==> src/rtl/chc_pkg.sv <==
// Package for the compressor hysteresis controller.
// Widths, reset values, register indexes and shared structs; no dependencies.
`default_nettype none

package chc_pkg;

  localparam int TIME_WIDTH = 24;
  localparam int TEMP_WIDTH = 12;
  localparam int HYST_WIDTH = 8;
  // temperature sums and differences are formed exactly at this width
  localparam int CALC_WIDTH = TEMP_WIDTH + 2;
  localparam int CFG_IDX_WIDTH = 3;
  localparam int CFG_DATA_WIDTH = (TIME_WIDTH > TEMP_WIDTH) ? TIME_WIDTH : TEMP_WIDTH;

  localparam logic [TIME_WIDTH-1:0] TIME_MAX = {TIME_WIDTH{1'b1}};

  localparam logic signed [TEMP_WIDTH-1:0] SETPOINT_RST      = TEMP_WIDTH'(-288);
  localparam logic [HYST_WIDTH-1:0]        ON_HYST_RST       = HYST_WIDTH'(8);
  localparam logic [HYST_WIDTH-1:0]        OFF_HYST_RST      = HYST_WIDTH'(8);
  localparam logic [TIME_WIDTH-1:0]        MIN_ON_RST        = TIME_WIDTH'(60000);
  localparam logic [TIME_WIDTH-1:0]        MAX_ON_RST        = TIME_WIDTH'(3600000);
  localparam logic [TIME_WIDTH-1:0]        MIN_OFF_RST       = TIME_WIDTH'(180000);
  localparam logic signed [TEMP_WIDTH-1:0] EXPECTED_DROP_RST = TEMP_WIDTH'(16);

  typedef enum logic [CFG_IDX_WIDTH-1:0] {
    REG_SETPOINT      = 3'd0,
    REG_ON_HYST       = 3'd1,
    REG_OFF_HYST      = 3'd2,
    REG_MIN_ON        = 3'd3,
    REG_MAX_ON        = 3'd4,
    REG_MIN_OFF       = 3'd5,
    REG_EXPECTED_DROP = 3'd6
  } cfg_idx_t;

  typedef struct packed {
    logic signed [TEMP_WIDTH-1:0] setpoint;
    logic [HYST_WIDTH-1:0]        on_hysteresis;
    logic [HYST_WIDTH-1:0]        off_hysteresis;
    logic [TIME_WIDTH-1:0]        min_on_ticks;
    logic [TIME_WIDTH-1:0]        max_on_ticks;
    logic [TIME_WIDTH-1:0]        min_off_ticks;
    logic signed [TEMP_WIDTH-1:0] expected_drop;
  } cfg_t;

  typedef struct packed {
    logic compressor_on;
    logic alarm;
    logic alarm_checked;
  } result_t;

endpackage

`default_nettype wire

==> src/rtl/chc_if.sv <==
// Handshake interfaces for the tick input, result output and register write channels.
// Depends on chc_pkg for field widths.
`default_nettype none

interface chc_in_if
  import chc_pkg::*;
();
  logic                         valid;
  logic                         ready;
  logic signed [TEMP_WIDTH-1:0] temperature;

  modport source (output valid, output temperature, input ready);
  modport sink   (input valid, input temperature, output ready);
endinterface

interface chc_out_if
  import chc_pkg::*;
();
  logic valid;
  logic ready;
  logic compressor_on;
  logic alarm;
  logic alarm_checked;

  modport source (output valid, output compressor_on, output alarm, output alarm_checked,
                  input ready);
  modport sink   (input valid, input compressor_on, input alarm, input alarm_checked,
                  output ready);
endinterface

interface chc_cfg_if
  import chc_pkg::*;
();
  logic                      valid;
  logic                      ready;
  logic [CFG_IDX_WIDTH-1:0]  index;
  logic [CFG_DATA_WIDTH-1:0] data;

  modport source (output valid, output index, output data, input ready);
  modport sink   (input valid, input index, input data, output ready);
endinterface

`default_nettype wire

==> src/rtl/chc_cfg_regs.sv <==
// Configuration register bank of the compressor hysteresis controller.
// Depends on chc_pkg; index beyond the register list is ignored.
`default_nettype none

module chc_cfg_regs
  import chc_pkg::*;
(
  input  wire logic                      clk,
  input  wire logic                      rst_n,
  input  wire logic                      wr_en,
  input  wire logic [CFG_IDX_WIDTH-1:0]  wr_index,
  input  wire logic [CFG_DATA_WIDTH-1:0] wr_data,
  output cfg_t                           cfg
);

  cfg_t cfg_r, cfg_nxt;

  always_comb begin
    cfg_nxt = cfg_r;
    if (wr_en) begin
      case (cfg_idx_t'(wr_index))
        REG_SETPOINT:      cfg_nxt.setpoint       = wr_data[TEMP_WIDTH-1:0];
        REG_ON_HYST:       cfg_nxt.on_hysteresis  = wr_data[HYST_WIDTH-1:0];
        REG_OFF_HYST:      cfg_nxt.off_hysteresis = wr_data[HYST_WIDTH-1:0];
        REG_MIN_ON:        cfg_nxt.min_on_ticks   = wr_data[TIME_WIDTH-1:0];
        REG_MAX_ON:        cfg_nxt.max_on_ticks   = wr_data[TIME_WIDTH-1:0];
        REG_MIN_OFF:       cfg_nxt.min_off_ticks  = wr_data[TIME_WIDTH-1:0];
        REG_EXPECTED_DROP: cfg_nxt.expected_drop  = wr_data[TEMP_WIDTH-1:0];
        default:           cfg_nxt = cfg_r;
      endcase
    end
  end

  always_ff @(posedge clk) begin
    if (!rst_n) begin
      cfg_r.setpoint       <= SETPOINT_RST;
      cfg_r.on_hysteresis  <= ON_HYST_RST;
      cfg_r.off_hysteresis <= OFF_HYST_RST;
      cfg_r.min_on_ticks   <= MIN_ON_RST;
      cfg_r.max_on_ticks   <= MAX_ON_RST;
      cfg_r.min_off_ticks  <= MIN_OFF_RST;
      cfg_r.expected_drop  <= EXPECTED_DROP_RST;
    end else begin
      cfg_r <= cfg_nxt;
    end
  end

  assign cfg = cfg_r;

endmodule

`default_nettype wire

==> src/rtl/chc_core.sv <==
// Per-tick decision logic and controller state (phase counter, run flag, alarm).
// Depends on chc_pkg; state advances only when a tick leaves the input register.
`default_nettype none

module chc_core
  import chc_pkg::*;
(
  input  wire logic                         clk,
  input  wire logic                         rst_n,
  input  wire logic                         step,
  input  wire logic signed [TEMP_WIDTH-1:0] temperature,
  input  wire cfg_t                         cfg,
  output result_t                           result
);

  logic                         running_r, running_nxt;
  logic [TIME_WIDTH-1:0]        phase_r, phase_nxt;
  logic signed [TEMP_WIDTH-1:0] timeout_temp_r, timeout_temp_nxt;
  logic                         alarm_r, alarm_nxt;
  logic                         checked;

  logic [TIME_WIDTH-1:0]        elapsed;
  logic signed [CALC_WIDTH-1:0] temp_x, setpoint_x, drop_x, low_thr, high_thr, drop;

  always_comb begin
    // saturating increment: all ones means every minimum is over
    elapsed    = (phase_r == TIME_MAX) ? phase_r : phase_r + 1'b1;
    temp_x     = CALC_WIDTH'(temperature);
    setpoint_x = CALC_WIDTH'(cfg.setpoint);
    drop_x     = CALC_WIDTH'(cfg.expected_drop);
    low_thr    = setpoint_x - $signed({{(CALC_WIDTH-HYST_WIDTH){1'b0}}, cfg.off_hysteresis});
    high_thr   = setpoint_x + $signed({{(CALC_WIDTH-HYST_WIDTH){1'b0}}, cfg.on_hysteresis});
    drop       = CALC_WIDTH'(timeout_temp_r) - temp_x;

    running_nxt      = running_r;
    phase_nxt        = elapsed;
    timeout_temp_nxt = timeout_temp_r;
    alarm_nxt        = alarm_r;
    checked          = 1'b0;

    if (running_r) begin
      if (elapsed >= cfg.min_on_ticks) begin
        // temperature stop wins over the max-run timeout
        if (temp_x < low_thr) begin
          running_nxt = 1'b0;
          phase_nxt   = '0;
        end else if (elapsed > cfg.max_on_ticks) begin
          timeout_temp_nxt = temperature;
          alarm_nxt        = (drop < drop_x);
          checked          = 1'b1;
          running_nxt      = 1'b0;
          phase_nxt        = '0;
        end
      end
    end else begin
      if ((elapsed >= cfg.min_off_ticks) && (temp_x > high_thr)) begin
        running_nxt = 1'b1;
        phase_nxt   = '0;
      end
    end
  end

  always_ff @(posedge clk) begin
    if (!rst_n) begin
      running_r      <= 1'b0;
      phase_r        <= TIME_MAX;
      timeout_temp_r <= '0;
      alarm_r        <= 1'b0;
    end else if (step) begin
      running_r      <= running_nxt;
      phase_r        <= phase_nxt;
      timeout_temp_r <= timeout_temp_nxt;
      alarm_r        <= alarm_nxt;
    end
  end

  assign result.compressor_on = running_nxt;
  assign result.alarm         = alarm_nxt;
  assign result.alarm_checked = checked;

endmodule

`default_nettype wire

==> src/rtl/compressor_hysteresis_controller.sv <==
// Compressor hysteresis controller: thermostat with minimum on/off times and a
// max-run timeout that re-evaluates the cooling-ineffective alarm.
// Channels: in_ch carries one beat per millisecond tick with the measured
// temperature (signed, 1/16 degree). out_ch returns exactly one beat per tick
// with compressor_on, alarm and alarm_checked. cfg_ch writes register
// index/data (setpoint, hysteresis margins, run/rest times, expected drop);
// cfg_ch.ready is always high, writes are meant only while the block is idle
// and take effect on the next tick without restarting the current phase.
// An accepted tick passes the input register, then the result register, with
// the combinational decision logic between them. Throughput: one tick per
// cycle while the receiver keeps out_ch.ready high.
// Reset (rst_n low, synchronous): compressor off, phase counter saturated so
// the rest time has already expired, alarm cleared, registers at defaults.
// When the receiver stalls, the result register holds its beat and the input
// register still takes one more tick; in_ch.ready drops once both are full.
`default_nettype none

module compressor_hysteresis_controller
  import chc_pkg::*;
(
  input  wire logic clk,
  input  wire logic rst_n,
  chc_in_if.sink    in_ch,
  chc_out_if.source out_ch,
  chc_cfg_if.sink   cfg_ch
);

  cfg_t    cfg;
  result_t result;

  logic                         in_valid_r;
  logic signed [TEMP_WIDTH-1:0] in_temp_r;
  logic                         out_valid_r;
  result_t                      out_r;
  logic                         advance;
  logic                         in_ready;

  assign cfg_ch.ready = 1'b1;

  chc_cfg_regs u_cfg (
    .clk      (clk),
    .rst_n    (rst_n),
    .wr_en    (cfg_ch.valid),
    .wr_index (cfg_ch.index),
    .wr_data  (cfg_ch.data),
    .cfg      (cfg)
  );

  // move the held tick into the result register when that slot is free
  assign advance  = in_valid_r && (!out_valid_r || out_ch.ready);
  assign in_ready = !in_valid_r || advance;
  assign in_ch.ready = in_ready;

  chc_core u_core (
    .clk         (clk),
    .rst_n       (rst_n),
    .step        (advance),
    .temperature (in_temp_r),
    .cfg         (cfg),
    .result      (result)
  );

  always_ff @(posedge clk) begin
    if (!rst_n) begin
      in_valid_r  <= 1'b0;
      out_valid_r <= 1'b0;
    end else begin
      if (in_ready) begin
        in_valid_r <= in_ch.valid;
      end
      if (advance) begin
        out_valid_r <= 1'b1;
      end else if (out_ch.ready) begin
        out_valid_r <= 1'b0;
      end
    end
  end

  always_ff @(posedge clk) begin
    if (in_ready && in_ch.valid) begin
      in_temp_r <= in_ch.temperature;
    end
    if (advance) begin
      out_r <= result;
    end
  end

  assign out_ch.valid         = out_valid_r;
  assign out_ch.compressor_on = out_r.compressor_on;
  assign out_ch.alarm         = out_r.alarm;
  assign out_ch.alarm_checked = out_r.alarm_checked;

endmodule

`default_nettype wire

==> src/flat_wrapper.sv <==
// flat-port wrapper written by rule: the top's interface ports become plain ports
module compressor_hysteresis_controller_flat import chc_pkg::*;
  (clk, rst_n, in_ch_valid, in_ch_temperature, in_ch_ready, out_ch_valid, out_ch_compressor_on, out_ch_alarm, out_ch_alarm_checked, out_ch_ready, cfg_ch_valid, cfg_ch_index, cfg_ch_data, cfg_ch_ready);
  chc_in_if in_ch_i ();
  chc_out_if out_ch_i ();
  chc_cfg_if cfg_ch_i ();
  input  wire logic clk;
  input  wire logic rst_n;
  input wire logic [$bits(in_ch_i.valid)-1:0] in_ch_valid;
  input wire logic [$bits(in_ch_i.temperature)-1:0] in_ch_temperature;
  output wire logic [$bits(in_ch_i.ready)-1:0] in_ch_ready;
  output wire logic [$bits(out_ch_i.valid)-1:0] out_ch_valid;
  output wire logic [$bits(out_ch_i.compressor_on)-1:0] out_ch_compressor_on;
  output wire logic [$bits(out_ch_i.alarm)-1:0] out_ch_alarm;
  output wire logic [$bits(out_ch_i.alarm_checked)-1:0] out_ch_alarm_checked;
  input wire logic [$bits(out_ch_i.ready)-1:0] out_ch_ready;
  input wire logic [$bits(cfg_ch_i.valid)-1:0] cfg_ch_valid;
  input wire logic [$bits(cfg_ch_i.index)-1:0] cfg_ch_index;
  input wire logic [$bits(cfg_ch_i.data)-1:0] cfg_ch_data;
  output wire logic [$bits(cfg_ch_i.ready)-1:0] cfg_ch_ready;
  assign in_ch_i.valid = in_ch_valid;
  assign in_ch_i.temperature = in_ch_temperature;
  assign in_ch_ready = in_ch_i.ready;
  assign out_ch_valid = out_ch_i.valid;
  assign out_ch_compressor_on = out_ch_i.compressor_on;
  assign out_ch_alarm = out_ch_i.alarm;
  assign out_ch_alarm_checked = out_ch_i.alarm_checked;
  assign out_ch_i.ready = out_ch_ready;
  assign cfg_ch_i.valid = cfg_ch_valid;
  assign cfg_ch_i.index = cfg_ch_index;
  assign cfg_ch_i.data = cfg_ch_data;
  assign cfg_ch_ready = cfg_ch_i.ready;
  compressor_hysteresis_controller u_core (.clk(clk), .rst_n(rst_n), .in_ch(in_ch_i), .out_ch(out_ch_i), .cfg_ch(cfg_ch_i));
endmodule
==> config.mk <==
export PLATFORM = sky130hd
export DESIGN_NAME = compressor_hysteresis_controller_flat
export DESIGN_NICKNAME = d
export VERILOG_FILES = /design/src/rtl/chc_pkg.sv /design/src/rtl/chc_if.sv /design/src/rtl/chc_cfg_regs.sv /design/src/rtl/chc_core.sv /design/src/rtl/compressor_hysteresis_controller.sv /design/src/flat_wrapper.sv
export SDC_FILE = /design/constraint.sdc
export NUM_CORES = 1
export LEC_CHECK = 0
export BUFFER_PORTS_ARGS = -buffer_cell sky130_fd_sc_hd__buf_2
export CAP_MARGIN = 10
export CORE_MARGIN = 2
export CORE_UTILIZATION = 60
export DETAILED_ROUTE_END_ITERATION = 7
export PLACE_DENSITY = 0.76
export SLEW_MARGIN = 20
export SYNTH_ARGS = -nofsm -noshare
export SYNTH_HDL_FRONTEND = slang
export SYNTH_SLANG_ARGS = --single-unit
export TNS_END_PERCENT = 50
==> constraint.sdc <==
create_clock -name clk -period 8.5 [get_ports clk]
set_input_delay 2.125 -clock clk [delete_from_list [all_inputs] [get_ports clk]]
set_output_delay 2.125 -clock clk [all_outputs]
set_load 0.05 [all_outputs]
==> results of run 1 <==
## layout make-up
type | instances | area share [%]
Clock buffer | 24 | 4.249
Clock inverter | 7 | 0.8277
Inverter | 127 | 4.216
Multi-Input combinational cell | 942 | 54.70
Sequential cell | 167 | 30.81
Tap cell | 225 | 2.483
Timing Repair Buffer | 56 | 2.715
## metal layers
metal / wire (µm) / GRT usage [%]
met1: 11150 / 35.17
met2: 12630 / 50.95
met3: 1224 / 5.537
met4: 869 / 11.52
met5: 0 / 0
## cells in the mapped netlist, types with 6 or more instances
cell type | number | share of area, %
o211ai_1 | 33 | 2.4
nand2_1 | 261 | 9.4
xnor2_1 | 34 | 2.9
and4_1 | 6 | 0.51
dfxtp_1 | 152 | 29
or3_1 | 11 | 0.66
nor2b_1 | 11 | 0.66
a21o_1 | 11 | 0.79
nor3_1 | 19 | 0.91
a211oi_1 | 11 | 0.79
nand2b_1 | 10 | 0.60
nand3_1 | 49 | 2.4
edfxtp_1 | 15 | 4.3
a21oi_1 | 129 | 6.2
o21ai_0 | 36 | 1.7
a211o_1 | 11 | 0.93
nor2_1 | 45 | 1.6
nand4_1 | 19 | 1.1
clkbuf_1 | 36 | 1.3
a221o_1 | 12 | 1.2
and3_1 | 9 | 0.54
inv_1 | 126 | 4.5
ha_1 | 138 | 17
o31ai_1 | 7 | 0.51
o21bai_1 | 6 | 0.43
xor2_1 | 15 | 1.3
## where the power goes
group	total (mW)	switching [mW]	leakage (nW)	internal [mW]
Clock	0.766	0.311	0.277	0.455
Sequential	0.857	0.0313	1.38	0.826
Combinational	0.531	0.327	3.07	0.205
## registers in the layout, indices dropped and copies added (netlist names), 12 cells and up
register,count
u_core.u_cfg.cfg,112
u_core.u_core.phase_r,24
u_core.in_temp_r,12
u_core.u_core.timeout_temp_r,12
## worst max-delay path by stage
stage,to,depth (start not counted)
floorplan,in_ch_ready,2
global route,u_core.u_core.phase_r[23],14
detailed placement,u_core.u_core.timeout_temp_r[6],17
global placement,u_core.u_core.timeout_temp_r[6],17
CTS,u_core.u_core.timeout_temp_r[6],17
finish,u_core.u_core.phase_r[15],14
## cell families after synthesis
group	Yosys count	synth area share, %
AOI/OAI and AO/OA	290	17.78
xor gates and xnor gates	49	4.126
adders and majority gates	141	17.18
buffers and inverters	176	6.880
DFF	167	33.58
muxes	4	0.4210
other	1	0.03605
and+or+nand+nor	457	20.00
## tightest hold or removal path, stage by stage, from the launching register on
cell and delay, ns:
dfxtp_1 0.31, nand2_1 0.05, o21ai_1 0.05
## through the flow
step	total power, mW	cells	instance area [µm²]	utilization (%)
floorplan	1.252	1285	10400	-
global placement	1.378	1516	10750	62.79
detailed placement	1.394	1516	10750	62.79
CTS	2.155	1547	11320	66.15
global route	2.264	1548	11340	66.24
finish	2.154	1548	11340	66.24
==> reports/results.txt, run 1 <==
The run finished with clean final reports. Derived from the worst setup path, the maximum achievable clock frequency is 0.1972 GHz. The worst setup path is launched from a register. Among all flip-flop cells after synthesis, the most frequent one is dfxtp_1. The remaining antenna violation count is 0, and the clock period minus worst slack is 5.071 ns.

Cell chosen for the clock root: clkbuf_16. The tools report the worst-case clock buffer depth as 2. The number of pins exceeding their max-slew limit in the final report was 0; the area overhead of the layout relative to synthesis was 8.985%. Buffers added to address setup during post-CTS repair amount to 0. The tools report the net count reported at finish as 1496. The clock insertion delay at the later pin of the skew report was 0.43 ns. The clock input transition at the sequential cells of the worst setup and hold paths is 0.06 ns, and the instance count of the mapped netlist is 1285.

The run gives 17120 µm² as the standard cell core area. The number of hold violations in the final report is 0, and the cell area power density is 190.0 nW/µm². Count of cells resized by post-cts repair: 0. The path with the worst hold slack has its endpoint at u_core.u_core.alarm_r. The share of synthesized area occupied by flip-flops and latches was 33.58%; the count of hold-fix buffers inserted at cts was 0. The number of nets in the synthesized netlist is 1470.

The overall fraction of global-route tracks in use came out at 29.10%. The start point of the worst min-delay path is u_core.u_core.alarm_r. The remaining routing DRC violations was 0; the number of enable flip-flop cells after synthesis was 15. The ratio of cells with drive above 1 in the final layout is 8.088%, and the count of antenna diodes in the layout is 0. The transition time at the pin with the least slew margin was 0.9442 ns. The number of distinct library cells after synthesis is 66, and the total overflow reported by the global router is 0. The synthesized netlist occupies a cell area of 10400 µm². IR analysis of the VDD net gives a maximum drop of 0.1598 mV. TritonCTS built the clock tree. For this design, the slowest cell found on the critical path is nor3_4. Once routing completed, OpenROAD measured the worst setup slack at 3.429 ns. The die boundary width is 135.7 µm. In this run the critical register-to-register path is launched from u_core.u_core.phase_r[2]. Headroom to the max-slew limit came out at 36.88%. The run gives 8452 as the number of global-route vias before repair. The setup path with the least slack is of type register to register. The multi-input combinational cells in the finished layout cover a total of 6201 µm². The count of buffers added on input and output ports is 48. OpenSTA, run right after detailed placement, puts the worst setup slack at 3.338 ns.

For this design the static power due to leakage is 4.726 nW. Setup violations remaining at the end of the flow were counted as 0. Setup repair after global routing left no endpoint under its margin.

The required time of the critical path came out at 8.87 ns. The endpoint identified for the worst register-to-register timing path is u_core.u_core.phase_r[15]. The worst register-to-register path has a setup slack of 3.43 ns. Leaving out fill and tap cells, the most frequent cell in the layout is nand2_1. Counting instances, the worst hold path has a depth of 2. STA classifies the critical path endpoint as a register. Traced cell by cell, the critical path runs through nand4_1 -> nor2_1 -> nand2_1 -> o21ai_1 -> xnor2_1 -> ha_1 -> a21o_1 -> a31oi_1 -> o21ai_1 -> a2111oi_0 -> nor4bb_1 -> o31a_1 -> nor3_4 -> a221o_2. In the final routed layout, each cell accounts on average for 16.72 µm. The run gives 17 as the number of buffers created by CTS. The run gives 0.009090 ns as the maximum clock skew at final layout.

The fraction of the cycle the final worst path needs was 59.66%. The flip-flop and latch count after synthesis was 167; the pin count of the biggest net entering global routing was 106. Using the TritonRoute via totals, the vias-per-cell ratio works out to 5.784. The warning count from the yosys run was 0.

On the worst path, the slowest cell contributes a delay of 0.66 ns. The min-delay analysis places its worst path in the category register to register. Number of detailed-routing iterations run before antenna repair: 5.

In the synthesized netlist the async set-or-reset flop fraction comes to 0%. The H-tree generated during clock tree synthesis spans 4 levels. The tightest hold path in the finished design has a slack of 0.4490 ns. The number of antenna violations at the first check in global routing was 0; the mean area per synthesized cell was 8.095 µm².

The clock net sink count was 167; the count of max-cap constraint violations was 0. Tracing the worst setup path back leads to its startpoint at u_core.u_core.phase_r[2]. On the critical path the largest part of the delay comes from compound AO/OA/AOI/OAI gates. The wire-length estimate of the detail-placed layout is 18490 µm. Wires add up to 25880 µm.

The wire length of the first global-routing pass was 41920 µm; the area taken by flip-flops and latches was 3493 µm². In the layout the commonest cells are 261 x nand2_1, 152 x dfxtp_1, 138 x ha_1. The maximum net fanout on the critical path is 17.

The number of fillers in the final layout is 1450, and the sum of negative setup slack is 0 ns. The total buffers and inverters traversed by the critical path is 0. The run gives 8954 as the detailed-route via count. The initial utilization of the core area, before any placement, comes to 60.77%. The die covers 18410 µm². The cell row count is 48. Count of routing violations after the opening detailed-route iteration: 486. STA puts the critical path data arrival time at 5.44 ns. Most common cell type on the critical path: o21ai_1.

Measured along the y axis, the die boundary spans 135.7 µm. Counting cells, the worst reg-to-reg path comes to 14. Pin placement for this block handled 50 I/O pins. At the end of routability-driven placement, the weighted congestion stood at 0.8990.
No activity file was read; power rests on OpenSTA's default activity.
==> run 2, diff against run 1 <==
==> constraint.sdc (replaced) <==
create_clock -name clk -period 4.7 [get_ports clk]
set_input_delay 1.175 -clock clk [delete_from_list [all_inputs] [get_ports clk]]
set_output_delay 1.175 -clock clk [all_outputs]
set_load 0.05 [all_outputs]
==> run 2 against run 1 <==
Compared with the run above:
- count of clock-buffer cells in the layout down 4
- critical path depth up 5
- non-clock buffer count up 17
- global-route usage up 0.67 points
- total power up 88%
- register-to-register slack worse by 3.2 ns
- cell count up 1.0%
- sequential share of layout area down 0.63 points
- die area unchanged
- routed wire length up 3.7%
- critical path type unchanged
==> reports/results.txt, run 2 (synthesized netlist as in run 1, its figures left out) <==
The run finished with clean final reports. The largest individual stage delay along the critical path comes from the cell a2111oi_0. For this design the ratio of total power to cell area is 350.9 nW/µm².

The tools report the type of destination of the critical path as a register. For the clock insertion delay at the later pin of the skew report, the log shows 0.43 ns. Once the floorplan was initialized, standard cells occupied 60.77% of the core. Across the run, the number of max-cap violations was 0. The chip height works out to 135.7 µm.

The routed layout has 9223 vias. The tree built by TritonCTS fans out to 167 sinks. Internal power comes to 2.811 mW. For the pin with the worst max-slew slack, the measured transition is 0.9557 ns.

The wire length per cell is 17.16 µm, and the instance count after placement with tap cells included is 1531. In this run, the clock network consumes 37.1% of the power. The logs give 0 for the number of pins exceeding their max-slew limit in the final report and 0 for the count of antenna diodes in the layout. The library cells used most frequently in the layout, excluding fill and tap cells, are 261 x nand2_1, 152 x dfxtp_1, 138 x ha_1. No sink is reached through more buffers than the 2 on the longest clock path. The flip-flop count of the largest register after layout was 112; the number of top-level pins was 50. The required time of the critical path is 5.01 ns, and the remaining routing DRC violations is 0.

The number of antenna violations at the first check in global routing was 0; the fraction of the core area covered by cells at the end of the flow was 67.61%. The number of detailed-routing iterations run before antenna repair is 6, and the logic gate share of total power is 24.7%. After the last flow step, the layout net total stands at 1513. The cell chosen for the clock root was clkbuf_16. The total buffers and inverters traversed by the critical path was 3; the fraction of the cycle the final worst path needs was 95.21%. Subtracting the final worst setup slack from the clock period gives 4.475 ns. Global routing used 29.77% of the available tracks across all layers. Headroom to the max-slew limit came out at 36.11%. The post-route netlist has 9.709% of its cells at a drive strength greater than 1. The H-tree level count was 4; the leakage power summed over all cells was 4.846 nW. The most common library cell in the layout ignoring fill and taps is nand2_1. TritonCTS built the clock tree. The first global-routing pass estimated 42880 µm of wire.

The die is 135.7 µm wide. Among cell families on the critical path, the largest total delay comes from compound AO/OA/AOI/OAI gates. The number of global-route vias before repair was 8678. The wire length after detailed routing was 26840 µm; the peak per-stage delay on the critical path was 0.66 ns. The number of setup violations in the final report is 0. Summing all flip-flop and latch instances after layout gives 3493 µm². The analysis attributes to net switching a power of 1.249 mW.

The tools report the maximum clock skew at final layout as 0.007835 ns. For the number of buffers created by CTS, the log shows 17. The number of standard cells in the final layout excluding fillers was 1564. The half-perimeter wire length after placement was 18930 µm. Dividing the detail-routed via count by the number of cells gives 5.897. After routing, the total negative slack on setup checks comes to 0 ns.

The number of hold violations in the final report was 0. Remaining antenna violation count: 0. Timing would allow up to 0.2235 GHz. The kind of path behind the tightest hold check is register to register.

The worst setup timing slack at the placement stage is 0.1104 ns, and the number of buffers inserted by port buffering is 48. At the end of routability-driven placement, the weighted congestion stood at 0.9396. For the total overflow reported by the global router, the log shows 0. The area growth from synthesis to layout is 11.25%. For the multi-input gate area in the final layout, the log shows 6221 µm². The switching share of power works out to 30.76%.

Buffers inserted to repair hold after CTS numbered 0. The run gives 48 as the cell row count. Traced cell by cell, the critical path runs through ha_1 -> inv_1 -> fa_1 -> inv_1 -> a21oi_1 -> o21bai_1 -> a21oi_1 -> o21bai_1 -> a31oi_1 -> nor2_1 -> xnor2_1 -> ha_1 -> nand3_1 -> a2111oi_0 -> o21a_1 -> o31a_1 -> buf_4 -> o31ai_1 -> a221o_2. The layout has 1461 filler cells. The critical path is of the register to register type. The logs give 17120 µm² for the standard cell core area and 61 for the pin count of the biggest net entering global routing. Data on the critical path arrives at its endpoint at 4.79 ns. The worst-case IR drop observed on VDD is 0.3357 mV.

The maximum net fanout on the critical path works out to 16. Of the total power, registers draw 38.2%. The detailed router finished its first iteration with 656 violations.

The tools report the overall die area as 18410 µm². The tools report the kind of start point of the critical path as a register. For the final critical-path setup slack, the log shows 0.2253 ns.

The clock input transition at the sequential cells of the worst setup and hold paths was 0.07 ns.
-- run 2: final timing paths --
kind / from / to / slack [ns] / cells after the start
setup / recovery: u_core.u_cfg.cfg[100] / u_core.u_core.phase_r[15] / 0.23 / 19
hold / removal: u_core.u_cfg.cfg[78] / u_core.u_cfg.cfg[78] / 0.45 / 2
setup reg to reg: u_core.u_cfg.cfg[100] / u_core.u_core.phase_r[15] / 0.23 / 19
hold reg to reg: u_core.u_cfg.cfg[78] / u_core.u_cfg.cfg[78] / 0.45 / 2
-- run 2: worst register-to-register path, stage by stage (launching register included) --
cell	delay [ns]
dfxtp_1	0.36
ha_1	0.17
inv_1	0.05
fa_1	0.39
inv_1	0.07
a21oi_1	0.06
o21bai_1	0.19
a21oi_1	0.10
o21bai_1	0.20
a31oi_1	0.18
nor2_1	0.16
xnor2_1	0.08
ha_1	0.31
nand3_1	0.10
a2111oi_0	0.66
o21a_1	0.27
o31a_1	0.23
buf_4	0.26
o31ai_1	0.14
a221o_2	0.37
-- run 2: final cells by class --
type	instances	area share [%]
Clock buffer	20	3.957
Clock inverter	10	1.438
Inverter	127	4.130
Multi-Input combinational cell	942	53.76
Sequential cell	167	30.19
Tap cell	225	2.433
Timing Repair Buffer	73	4.098
-- run 2: power by group through the flow --
stage | logic (mW) | registers [mW] | clock network, mW
finish | 1.00 | 1.55 | 1.51
global route | 1.12 | 1.56 | 1.58
CTS | 0.985 | 1.55 | 1.52
detailed placement | 0.969 | 1.58 | 0
global placement | 0.941 | 1.58 | 0
floorplan | 0.696 | 1.57 | 0
-- run 2: repair_timing --
item / 4_1_cts / 5_1_grt
setup endpoints to repair: 0 / 29
gates resized for setup: 0 / 10
buffers inserted: 0 / 2
-- run 2: stage by stage --
step / instance area, µm² / hold slack (ns) / power (mW)
after floorplan: 10400 / 0.4259 / 2.264
after global placement: 10870 / 0.4419 / 2.518
after detailed placement: 10870 / 0.4473 / 2.548
after CTS: 11500 / 0.4564 / 4.051
after global routing: 11570 / 0.4718 / 4.255
final: 11570 / 0.4544 / 4.060
-- run 2: layer usage --
| layer | track usage (%) | part of all wire, % | up-vias |
|---|---|---|---|
| met2 | 53.20 | 49 | 297 |
| met1 | 35.64 | 43 | 4317 |
| met3 | 5.275 | 5.1 | 65 |
| met5 | 0 | 0 | - |
| li1 | - | - | 4544 |
| met4 | 11.00 | 3.0 | 0 |
